[config.mk]
export PLATFORM = sky130hd
export DESIGN_NAME = ir_presence_detector_top
export DESIGN_NICKNAME = d
export VERILOG_FILES = /design/src/design/ir_pd_pkg.sv /design/src/design/ir_presence_detector_top.sv /design/src/design/ir_pd_cell.sv /design/src/design/ir_pd_ring.sv
export VERILOG_INCLUDE_DIRS = /design/src /design/src/design
export SDC_FILE = /design/constraint.sdc
export NUM_CORES = 1
export LEC_CHECK = 0
export BUFFER_PORTS_ARGS = -buffer_cell sky130_fd_sc_hd__buf_2
export CAP_MARGIN = 25
export CELL_PAD_IN_SITES_DETAIL_PLACEMENT = 1
export CELL_PAD_IN_SITES_GLOBAL_PLACEMENT = 1
export CORE_MARGIN = 2
export CORE_UTILIZATION = 57
export CTS_BUF_LIST = sky130_fd_sc_hd__clkbuf_2 sky130_fd_sc_hd__clkbuf_4 sky130_fd_sc_hd__clkbuf_8
export CTS_CLUSTER_DIAMETER = 150
export DETAILED_ROUTE_END_ITERATION = 10
export PLACE_DENSITY = 0.86
export SYNTH_ARGS = -nofsm -noshare
export SYNTH_HDL_FRONTEND = slang
export SYNTH_HIERARCHICAL = 1
export SYNTH_SLANG_ARGS = --single-unit
[constraint.sdc]
create_clock -name clk -period 18.7 [get_ports clk]
set_input_delay 4.675 -clock clk [delete_from_list [all_inputs] [get_ports clk]]
set_output_delay 4.675 -clock clk [all_outputs]
set_load 0.05 [all_outputs]
[src/design/assert_macros.svh]
// assertion macros for the detector's rtl
// include in a module body; no other dependencies
`ifndef ASSERT_MACROS_SVH
`define ASSERT_MACROS_SVH
`ifndef ASSERT_OFF
// condition must hold at every edge out of reset
`define ASSERT_ALWAYS(label, clk, rstn, cond) \
	label: assert property (@(posedge clk) disable iff (!rstn) (cond)) \
		else $error("assertion failed");
// same-cycle implication
`define ASSERT_IMPL(label, clk, rstn, ante, cons) \
	label: assert property (@(posedge clk) disable iff (!rstn) (ante) |-> (cons)) \
		else $error("assertion failed");
// next-cycle implication
`define ASSERT_NEXT(label, clk, rstn, ante, cons) \
	label: assert property (@(posedge clk) disable iff (!rstn) (ante) |=> (cons)) \
		else $error("assertion failed");
`else
`define ASSERT_ALWAYS(label, clk, rstn, cond)
`define ASSERT_IMPL(label, clk, rstn, ante, cons)
`define ASSERT_NEXT(label, clk, rstn, ante, cons)
`endif
`endif

[src/design/ir_pd_pkg.sv]
// shared constants and types of the ir presence detector
// no dependencies
package ir_pd_pkg;

	localparam int DIFF_W     = 16;
	localparam int RING_DEPTH = 16;
	localparam int RING_SHIFT = 4;
	localparam int SUM_W      = DIFF_W + $clog2(RING_DEPTH);

	localparam logic [DIFF_W-1:0] DIFF_MAX = {DIFF_W{1'b1}};

	// configuration register indexes
	localparam int CFG_ADDR_W = 2;
	localparam logic [CFG_ADDR_W-1:0] REG_THRESHOLD      = 2'd0;
	localparam logic [CFG_ADDR_W-1:0] REG_HIT_TRIES      = 2'd1;
	localparam logic [CFG_ADDR_W-1:0] REG_ACTIVATION_GAP = 2'd2;
	localparam logic [CFG_ADDR_W-1:0] REG_STARTUP_SCANS  = 2'd3;

	// register reset values
	localparam logic [15:0] THRESHOLD_RST      = 16'd100;
	localparam logic [7:0]  HIT_TRIES_RST      = 8'd3;
	localparam logic [7:0]  ACTIVATION_GAP_RST = 8'd10;
	localparam logic [7:0]  STARTUP_SCANS_RST  = 8'd16;

	// push of one difference into the ring
	typedef struct packed {
		logic              push;
		logic [DIFF_W-1:0] data;
	} ring_push_t;

endpackage

[src/design/ir_presence_detector_top.sv]
// ir presence detector top level: input stage, scan control, result register
// depends on ir_pd_pkg, ir_pd_ring and assert_macros.svh
//
// Usage
//  Input channel: in_valid / in_stall carry one beat per pair of receiver
//  readings (emitter off, emitter on) with the cabinet_open and lockout bits.
//  Output channel: out_valid / out_stall carry one beat per finished scan.
//  A pair that continues a hit scan gives no beat.
//  Path: a pair that ends a scan passes the difference stage, then the scan
//  update writes the result register; out_stall can hold the pair in between.
//  Throughput: one pair per cycle while in_stall is low; the scan state and any
//  ring shift update in the same cycle a pair leaves the difference stage.
//  Configuration: cfg_we / cfg_addr / cfg_wdata write one register per cycle;
//  the user must write only while no pair is in flight (unenforced). Writing
//  startup_scans restarts startup. Reset: clears the ring, the running sum, the
//  scan and gap state and loads the registers with their defaults; no clearing
//  sweep is needed. Stall: while out_stall holds a result, one more pair may wait
//  in the difference stage; after that in_stall rises until the result is taken.
module ir_presence_detector_top (
	input  logic                             clk,
	input  logic                             arst_n,
	// configuration
	input  logic                             cfg_we,
	input  logic [ir_pd_pkg::CFG_ADDR_W-1:0] cfg_addr,
	input  logic [15:0]                      cfg_wdata,
	// input channel
	input  logic                             in_valid,
	output logic                             in_stall,
	input  logic [15:0]                      reading_off,
	input  logic [15:0]                      reading_on,
	input  logic                             cabinet_open,
	input  logic                             lockout,
	// output channel
	output logic                             out_valid,
	input  logic                             out_stall,
	output logic                             activate,
	output logic                             hand_present,
	output logic [15:0]                      difference,
	output logic [15:0]                      baseline,
	output logic                             in_startup
);
	import ir_pd_pkg::*;

	`include "assert_macros.svh"

	// configuration registers
	logic [15:0] threshold_q;
	logic [7:0]  hit_tries_q;
	logic [7:0]  act_gap_q;
	logic [7:0]  startup_scans_q;

	// difference stage
	logic              valid_s1;
	logic [DIFF_W-1:0] diff_s1;
	logic              cab_s1;
	logic              lock_s1;

	// scan state
	logic [7:0]        hit_count_q;
	logic [DIFF_W-1:0] base_q;
	logic [7:0]        startup_left_q;
	logic [7:0]        gap_q;
	logic              hand_q;

	// result register
	logic              out_valid_q;
	logic              act_q;
	logic              hand_out_q;
	logic [DIFF_W-1:0] diff_q;
	logic [DIFF_W-1:0] base_out_q;
	logic              startup_out_q;

	logic              in_accept;
	logic              out_free;
	logic              fire2;
	logic [DIFF_W-1:0] ring_avg;
	logic [DIFF_W-1:0] scan_base;
	logic [DIFF_W:0]   limit;
	logic              hit;
	logic              cont;
	logic              startup;
	logic [7:0]        gap_dec;
	logic              act_c;
	logic              hand_nxt;
	logic [DIFF_W-1:0] diff_c;
	ring_push_t        ring_push;

	// handshake
	assign out_free  = !out_valid_q || !out_stall;
	assign fire2     = valid_s1 && out_free;
	assign in_stall  = valid_s1 && !fire2;
	assign in_accept = in_valid && !in_stall;

	// clamped on minus off
	assign diff_c = (reading_on > reading_off) ? (reading_on - reading_off) : '0;

	// difference stage registers
	always_ff @(posedge clk or negedge arst_n) begin
		if (!arst_n) begin
			valid_s1 <= 1'b0;
		end else if (in_accept) begin
			valid_s1 <= 1'b1;
		end else if (fire2) begin
			valid_s1 <= 1'b0;
		end
	end

	always_ff @(posedge clk) begin
		if (in_accept) begin
			diff_s1 <= diff_c;
			cab_s1  <= cabinet_open;
			lock_s1 <= lockout;
		end
	end

	// scan decision
	always_comb begin
		scan_base = (hit_count_q == 8'd0) ? ring_avg : base_q;
		limit     = {1'b0, scan_base} + {1'b0, threshold_q};
		hit       = {1'b0, diff_s1} > limit;
		cont      = hit && (hit_count_q < hit_tries_q);
		startup   = startup_left_q != 8'd0;
		gap_dec   = (gap_q != 8'd0) ? gap_q - 8'd1 : 8'd0;
		act_c     = !startup && hit && !hand_q && !cab_s1 && !lock_s1 &&
		            (gap_dec == 8'd0);
		if (startup) begin
			hand_nxt = hand_q;
		end else if (hit) begin
			hand_nxt = hand_q || act_c;
		end else begin
			hand_nxt = 1'b0;
		end
		ring_push.push = fire2 && !cont && (startup || !hit);
		ring_push.data = diff_s1;
	end

	ir_pd_ring u_ring (
		.clk    (clk),
		.arst_n (arst_n),
		.push   (ring_push),
		.avg    (ring_avg)
	);

	// scan state and configuration registers
	always_ff @(posedge clk or negedge arst_n) begin
		if (!arst_n) begin
			threshold_q     <= THRESHOLD_RST;
			hit_tries_q     <= HIT_TRIES_RST;
			act_gap_q       <= ACTIVATION_GAP_RST;
			startup_scans_q <= STARTUP_SCANS_RST;
			hit_count_q     <= '0;
			base_q          <= '0;
			startup_left_q  <= STARTUP_SCANS_RST;
			gap_q           <= '0;
			hand_q          <= 1'b0;
		end else begin
			if (fire2) begin
				base_q <= scan_base;
				if (cont) begin
					hit_count_q <= hit_count_q + 8'd1;
				end else begin
					hit_count_q <= '0;
					hand_q      <= hand_nxt;
					if (startup) begin
						startup_left_q <= startup_left_q - 8'd1;
					end else begin
						gap_q <= act_c ? act_gap_q : gap_dec;
					end
				end
			end
			if (cfg_we) begin
				unique case (cfg_addr)
					REG_THRESHOLD:      threshold_q <= cfg_wdata;
					REG_HIT_TRIES:      hit_tries_q <= cfg_wdata[7:0];
					REG_ACTIVATION_GAP: act_gap_q   <= cfg_wdata[7:0];
					REG_STARTUP_SCANS: begin
						startup_scans_q <= cfg_wdata[7:0];
						startup_left_q  <= cfg_wdata[7:0];
					end
					default: ;
				endcase
			end
		end
	end

	// result register valid
	always_ff @(posedge clk or negedge arst_n) begin
		if (!arst_n) begin
			out_valid_q <= 1'b0;
		end else if (fire2 && !cont) begin
			out_valid_q <= 1'b1;
		end else if (!out_stall) begin
			out_valid_q <= 1'b0;
		end
	end

	// result beat payload
	always_ff @(posedge clk) begin
		if (fire2 && !cont) begin
			act_q         <= act_c;
			hand_out_q    <= hand_nxt;
			diff_q        <= diff_s1;
			base_out_q    <= scan_base;
			startup_out_q <= startup;
		end
	end

	assign out_valid    = out_valid_q;
	assign activate     = act_q;
	assign hand_present = hand_out_q;
	assign difference   = diff_q;
	assign baseline     = base_out_q;
	assign in_startup   = startup_out_q;

	// an activation always leaves the hand flag set and never falls in startup
	`ASSERT_IMPL(a_act_hand, clk, arst_n, out_valid_q && act_q,
		hand_out_q && !startup_out_q)
	// an activation reloads the gap counter
	`ASSERT_NEXT(a_gap_load, clk, arst_n, fire2 && !cont && act_c,
		gap_q == $past(act_gap_q))
	// the baseline stays latched while a scan is open
	`ASSERT_NEXT(a_base_hold, clk, arst_n, fire2 && (hit_count_q != 8'd0),
		base_q == $past(base_q))
	// the startup count never runs above the register
	`ASSERT_IMPL(a_startup_cap, clk, arst_n, startup_left_q > startup_scans_q, 1'b0)

endmodule

[src/design/ir_pd_cell.sv]
// one cell of the difference ring: holds one stored difference
// depends on ir_pd_pkg
module ir_pd_cell (
	input  logic                        clk,
	input  logic                        arst_n,
	input  logic                        shift,
	input  logic [ir_pd_pkg::DIFF_W-1:0] d,
	output logic [ir_pd_pkg::DIFF_W-1:0] q
);
	import ir_pd_pkg::*;

	logic [DIFF_W-1:0] val_q;

	// take the value on d on each push (the neighbour's, or the new difference at the head)
	always_ff @(posedge clk or negedge arst_n) begin
		if (!arst_n) begin
			val_q <= '0;
		end else if (shift) begin
			val_q <= d;
		end
	end

	assign q = val_q;

endmodule

[src/design/ir_pd_ring.sv]
// chain of ring cells with running sum and rolling average
// depends on ir_pd_pkg and ir_pd_cell
module ir_pd_ring (
	input  logic                         clk,
	input  logic                         arst_n,
	input  ir_pd_pkg::ring_push_t        push,
	output logic [ir_pd_pkg::DIFF_W-1:0] avg
);
	import ir_pd_pkg::*;

	logic [DIFF_W-1:0] cell_d [RING_DEPTH];
	logic [DIFF_W-1:0] cell_q [RING_DEPTH];
	logic [SUM_W-1:0]  sum_q;
	logic [SUM_W-1:0]  avg_full;

	// newest difference enters at the head, oldest drops off the tail
	assign cell_d[0] = push.data;

	for (genvar i = 0; i < RING_DEPTH; i++) begin : g_cell
		if (i > 0) begin : g_link
			assign cell_d[i] = cell_q[i-1];
		end
		ir_pd_cell u_cell (
			.clk    (clk),
			.arst_n (arst_n),
			.shift  (push.push),
			.d      (cell_d[i]),
			.q      (cell_q[i])
		);
	end

	// running sum: add the new difference, drop the evicted one
	always_ff @(posedge clk or negedge arst_n) begin
		if (!arst_n) begin
			sum_q <= '0;
		end else if (push.push) begin
			sum_q <= sum_q - SUM_W'(cell_q[RING_DEPTH-1]) + SUM_W'(push.data);
		end
	end

	// average with saturation
	assign avg_full = sum_q >> RING_SHIFT;
	assign avg = (avg_full > SUM_W'(DIFF_MAX)) ? DIFF_MAX : avg_full[DIFF_W-1:0];

endmodule

After elaboration in Yosys (flattened, before gate mapping)

Cells that the tools add are included.

Output and inout bits: 37
Latch bits: 0
Memories: 0
Register bits: 404
Memory bits (read-only): 0
Input port bits: 57
Memory bits (writable): 0
Word-level logic and storage cells: 103

Reduce and logical (&&, ||, !) cells: 35
Shift-type cells: 0
Add/subtract/negate cells: 7
$lt $le $gt $ge: 4
Equal/unequal tests: 4
Multiply operators: 0
Muxes and demuxes: 16
Bitwise operators: 2
Divide/modulo/power cells: 0

Operators with widths:

| cell                 | count |
|---|---|
| $mux 8               | 8 |
| $mux 16              | 2 |
| $add 20x16->20       | 1 |
| $sub 20x16->20       | 1 |
| $add 16x16->17       | 1 |
| $gt 16x17->1         | 1 |
| $gt 16x16->1         | 1 |
| $gt 16x16->1 const B | 1 |
| $logic_not 8->1      | 2 |
| $reduce_bool 8->1    | 2 |
| $sub 16x16->16       | 1 |
| $sub 8x1->8 const B  | 2 |
| $logic_and 1x1->1    | 11 |
| $logic_not 1->1      | 10 |
| $add 8x1->8 const B  | 1 |
| $lt 8x8->1           | 1 |
| $reduce_and 2->1     | 4 |
| $mux 1               | 6 |
| $eq 2x2->1 const B   | 2 |
| $logic_or 1x1->1     | 3 |
| $reduce_and 3->1     | 1 |
| $eq 2x1->1 const B   | 1 |
| $logic_not 2->1      | 1 |
| $ne 2x1->1 const B   | 1 |
| 2 further kinds      | 3 |

Longest topological paths before layout

Word-level depth: 13
Gate-level depth with buffers: 29
Mapped depth without buffers: 28

By module

The synthesis kept the hierarchy.

By module, submodules not included:

| module                   | times used | cells an instance | area an instance (sq um) | seq. area each (sq um) |
|---|---|---|---|---|
| ir_pd_cell               | 16         | 34                | 649.4                    | 400.4 |
| ir_presence_detector_top | 1          | 699               | 7325.8                   | 3478.3 |
| ir_pd_ring               | 1          | 310               | 2501.1                   | 500.5 |

Worst setup path before layout

Ideal clock, no wire load.

Path type: input to output
Start: input port out_stall
End: output port in_stall
Arrival: 5112 ps
Path buffers: 0
Required time: 14025 ps
Path slack: 8913 ps
Stages: 2
Cells stage by stage: nand3_1 -> inv_1

Word-level cells in the longest chain between the ends: 5

Ends and longest elaborated chain:

| what               | RTL line                       | RTL |
|---|---|---|
| start: declaration | ir_presence_detector_top.sv:35 | `input logic out_stall,` |
| $logic_not 1->1    | n/a                            |  |
| $logic_or 1x1->1   | ir_presence_detector_top.sv:89 | `assign out_free = !out_valid_q \|\| !out_stall;` |
| $logic_and 1x1->1  | ir_presence_detector_top.sv:90 | `assign fire2 = valid_s1 && out_free;` |
| $logic_not 1->1    | ir_presence_detector_top.sv:91 | `assign in_stall = valid_s1 && !fire2;` |
| $logic_and 1x1->1  | ir_presence_detector_top.sv:91 |  |
| end: declaration   | ir_presence_detector_top.sv:28 | `output logic in_stall,` |

No other way between the ends.

Worst setup path in the final report

Ends and elaborated chain as after synthesis.

==> results_tabular.tex <==
\begin{tabular}{lr}
\hline
Metric & Value \\
\hline
\multicolumn{2}{l}{\textbf{Clocking}} \\
\quad Number of post-CTS setup repair buffers & 0 \\
\quad Post-CTS Hold Fix Bufs & 0 \\
\quad PostCTS Resize Cnt & 0 \\
\quad CTS max path bufs & 3 \\
\quad Number of levels in the clock H-tree & 3 \\
\quad Number of buffers created by CTS & 69 \\
\quad CTS tree & done \\
\quad \# clock sinks & 404 \\
\quad Clk\_lat worst skew & 0.65 ns \\
\quad Root Driver & clkbuf\_8 \\
\quad Clock-pin slew on the worst setup and hold paths & 0.06 ns \\
\multicolumn{2}{l}{\textbf{Die}} \\
\quad \# IOs & 94 \\
\quad Site Rows & 68 \\
\quad Height of the die & 192 um \\
\quad Starting Density & 58.2\% \\
\quad Area of the placeable core & 0.0347 mm2 \\
\quad Horizontal extent of the die & approximately 190 um \\
\quad Die Outline Area & between 0.03 and 0.04 mm2 \\
\multicolumn{2}{l}{\textbf{Timing}} \\
\quad Number of endpoints with negative hold slack in the final report & 0 \\
\quad Crit path setup slack, layout & 8.76 ns \\
\quad Transition time of the tightest slew-check pin & around 1.1 ns \\
\quad Setup repair after global routing missed its margin & no \\
\quad Endpoints failing setup & 0 \\
\quad Final setup TNS & 0 ns \\
\quad Final critical delay including setup and external delays & 9.94 ns \\
\quad Max-slew headroom & 27.2\% \\
\quad Final count of pins violating max slew & 0 \\
\quad Final setup skew & 0.0484 ns \\
\quad Fmax & 0.101 GHz \\
\quad Final worst path period share & 53.2\% \\
\multicolumn{2}{l}{\textbf{Placement}} \\
\quad Instance count after placement with tap cells included & 2043 \\
\quad GP Congestion & 0.843 \\
\quad Total of buffers placed on input and output ports & 93 \\
\quad Half-perimeter wire length of the detailed placement result & 32900 um \\
\quad Placement Setup Slack & approximately 8.8 ns \\
\multicolumn{2}{l}{\textbf{Worst hold path}} \\
\quad Endpoint of the worst hold path & base\_q[8]\$\_DFFE\_PN0P\_ \\
\quad Instance count along the most critical hold path & 2 \\
\quad Hold path startpoint & base\_q[8]\$\_DFFE\_PN0P\_ \\
\quad Path type of the worst min-delay path & reg2reg \\
\multicolumn{2}{l}{\textbf{Critical path}} \\
\quad Flop2flop setup slack & about 9.5 ns \\
\quad Required time at the endpoint of the critical path & 14.03 ns \\
\quad Worst EP arrival & 5.27 ns \\
\quad Kind of critical path & in2out \\
\quad CP Buf/Inv Count & 3 \\
\quad Cell with the largest stage delay on the worst path & buf\_2 \\
\quad Critical-path cell list & buf\_2 -> nand3\_1 -> inv\_1 -> buf\_2 \\
\quad Critical path's top delay family & buffers and inverters \\
\quad Kind of end point of the critical path & primary output \\
\quad Reg-to-reg startpoint & hit\_count\_q[0]\$\_DFFE\_PN0P\_ \\
\quad RR Endpoint & u\_ring/g\_cell[2].u\_cell/q[12]\$\_DFFE\_PN0P\_ \\
\quad Worst path most repeated cell & buf\_2 \\
\quad Startpoint type of the worst setup path & primary input \\
\quad Peak per-stage delay on the critical path & 0.28 ns \\
\quad Startpoint of the most critical setup path & out\_stall \\
\quad Maximum fanout along the worst path & 3 \\
\quad Number of cell instances on the worst register-to-register path & 27 \\
\multicolumn{2}{l}{\textbf{Global routing}} \\
\quad Vias in the first global route & $\sim$14000 \\
\quad GRT Overall Usage & 27.6\% \\
\quad GRT Residual Overflow & 0 \\
\quad Antenna violations before repair & 1 \\
\quad Maximum number of pins on one net before global-route repair & 179 \\
\quad Global-route wire length before repair & 78200 um \\
\multicolumn{2}{l}{\textbf{Cells and area}} \\
\quad Filler-free cell count of the finished design & 2170 \\
\quad Share of post-route cells with drive strength above 1 & 32.8\% \\
\quad Area overhead of the layout relative to synthesis & 9.67\% \\
\quad Antenna fix cells & 0 \\
\quad NumNets Final & 1815 \\
\quad Fill count & 3402 \\
\multicolumn{2}{l}{\textbf{Synthesis}} \\
\quad Yosys cell types & 86 \\
\quad Post-synthesis instance total & 1553 \\
\quad Sequential share of the synthesized area & 51.4\% \\
\quad Primary FF master, synth & dfrtp\_1 \\
\quad Most frequent cells after synthesis & dfrtp\_1, mux2\_4, mux2\_2 \\
\quad EDFF count, synth & 53 \\
\quad Post-Syn Area per Cell & about 13 um2 \\
\quad Portion of synthesized cell area occupied by the leading cell type & 42.5\% \\
\quad Most common cell in the synthesized netlist & dfrtp\_1 \\
\quad Synth area leaders & dfrtp\_1, mux2\_4, mux2\_2 \\
\quad Synth Warn \# & 6 \\
\quad Number of register bits inferred by synthesis & 404 \\
\quad Library cell with the largest summed area after synthesis & dfrtp\_1 \\
\quad Async SR Flop Fraction & 86.9\% \\
\quad Post-Synthesis Cell Area & 0.0202 mm2 \\
\quad Synthesized net count & 1707 \\
\multicolumn{2}{l}{\textbf{Flow run}} \\
\quad Max-capacitance violation count & 0 \\
\multicolumn{2}{l}{\textbf{Drt}} \\
\quad Antenna viol nets, final & 0 \\
\quad Detailed-router iteration count before antenna repair & 5 \\
\quad Via count & 12770 \\
\quad Detailed-route wire length per cell & 23.5 um \\
\quad Vias per inst & 5.88 \\
\quad Detailed Route Iter0 Violations & 782 \\
\quad WL final & 50900 um \\
\quad Number of design rule violations left after detail routing & 0 \\
\multicolumn{2}{l}{\textbf{Status}} \\
\quad Run status & completed \\
\hline
\end{tabular}
## worst min-delay path: cells and delay by family (launching register included)
| family | cells | cell delay (ns) |
|---|---|---|
| flip-flops | 1 | 0.34 |
| AND/OR/NAND/NOR | 2 | 0.11 |
## state kept, by name (all words and copies together), names as in the netlist, 16 cells and up
register / flops
base_q: 16
baseline: 16
diff_s1: 16
difference: 16
threshold_q: 16
u_ring/g_cell.u_cell/q: 256
u_ring/sum_q: 20
## worst max path at each step
stage / end / slack [ns] / cells past startpoint
2_1_floorplan: in_stall / 8.91 / 2
3_3_place_gp: in_stall / 8.84 / 4
3_5_place_dp: in_stall / 8.81 / 4
4_1_cts: in_stall / 8.76 / 4
5_1_grt: in_stall / 8.74 / 4
6_report: in_stall / 8.76 / 4
## area by class of cell
class / count / area [um2] / share of cell area (%)
Clock buffer: 112 / 1400 / 6.30
Clock inverter: 13 / 70.1 / 0.316
Inverter: 122 / 458 / 2.07
Multi-Input combinational cell: 960 / 8690 / 39.2
Sequential cell: 404 / 10400 / 46.8
Tap cell: 455 / 569 / 2.57
Timing Repair Buffer: 104 / 603 / 2.72
## layout by cell type, fill, tap and decap left out, types with 39 or more instances in the layout
cell / count
buf_2: 92
mux2_4: 160
mux2_2: 142
o21ai_0: 39
edfxtp_1: 53
clkbuf_8: 89
nand2_1: 113
dfrtp_1: 343
nor2_1: 62
a21oi_1: 51
ha_1: 79
inv_1: 121
## metrics by stage
step / util [%] / instance area, um2 / hold WS, ns
floorplan: - / 20200 / 0.440
global placement: 59.5 / 20700 / 0.452
detailed placement: 59.5 / 20700 / 0.461
CTS: 63.8 / 22100 / 0.482
global route: 63.9 / 22200 / 0.512
finish: 63.9 / 22200 / 0.483
## logic make-up after synthesis
logic type,after synthesis,share of synthesized area [%]
AND/OR/NAND/NOR,313,7.65
flip-flops,404,51.4
AO/OA/AOI/OAI,206,6.93
XOR/XNOR,35,1.52
adder cells (fa/ha/maj),97,6.67
buffers and inverters,189,5.73
multiplexers,309,20.1
## layer usage
metal  GRT usage, %  vias up  routed length [um]
li1               -     5676                   -
met1           34.1     6532               20300
met2           46.6      424               25800
met3           6.18      138                2920
met4           11.9        0                1910
met5              0        -                   0
Power is not shown: default switching activity piles up to over one toggle a cycle in this logic, so the estimate is an artifact.
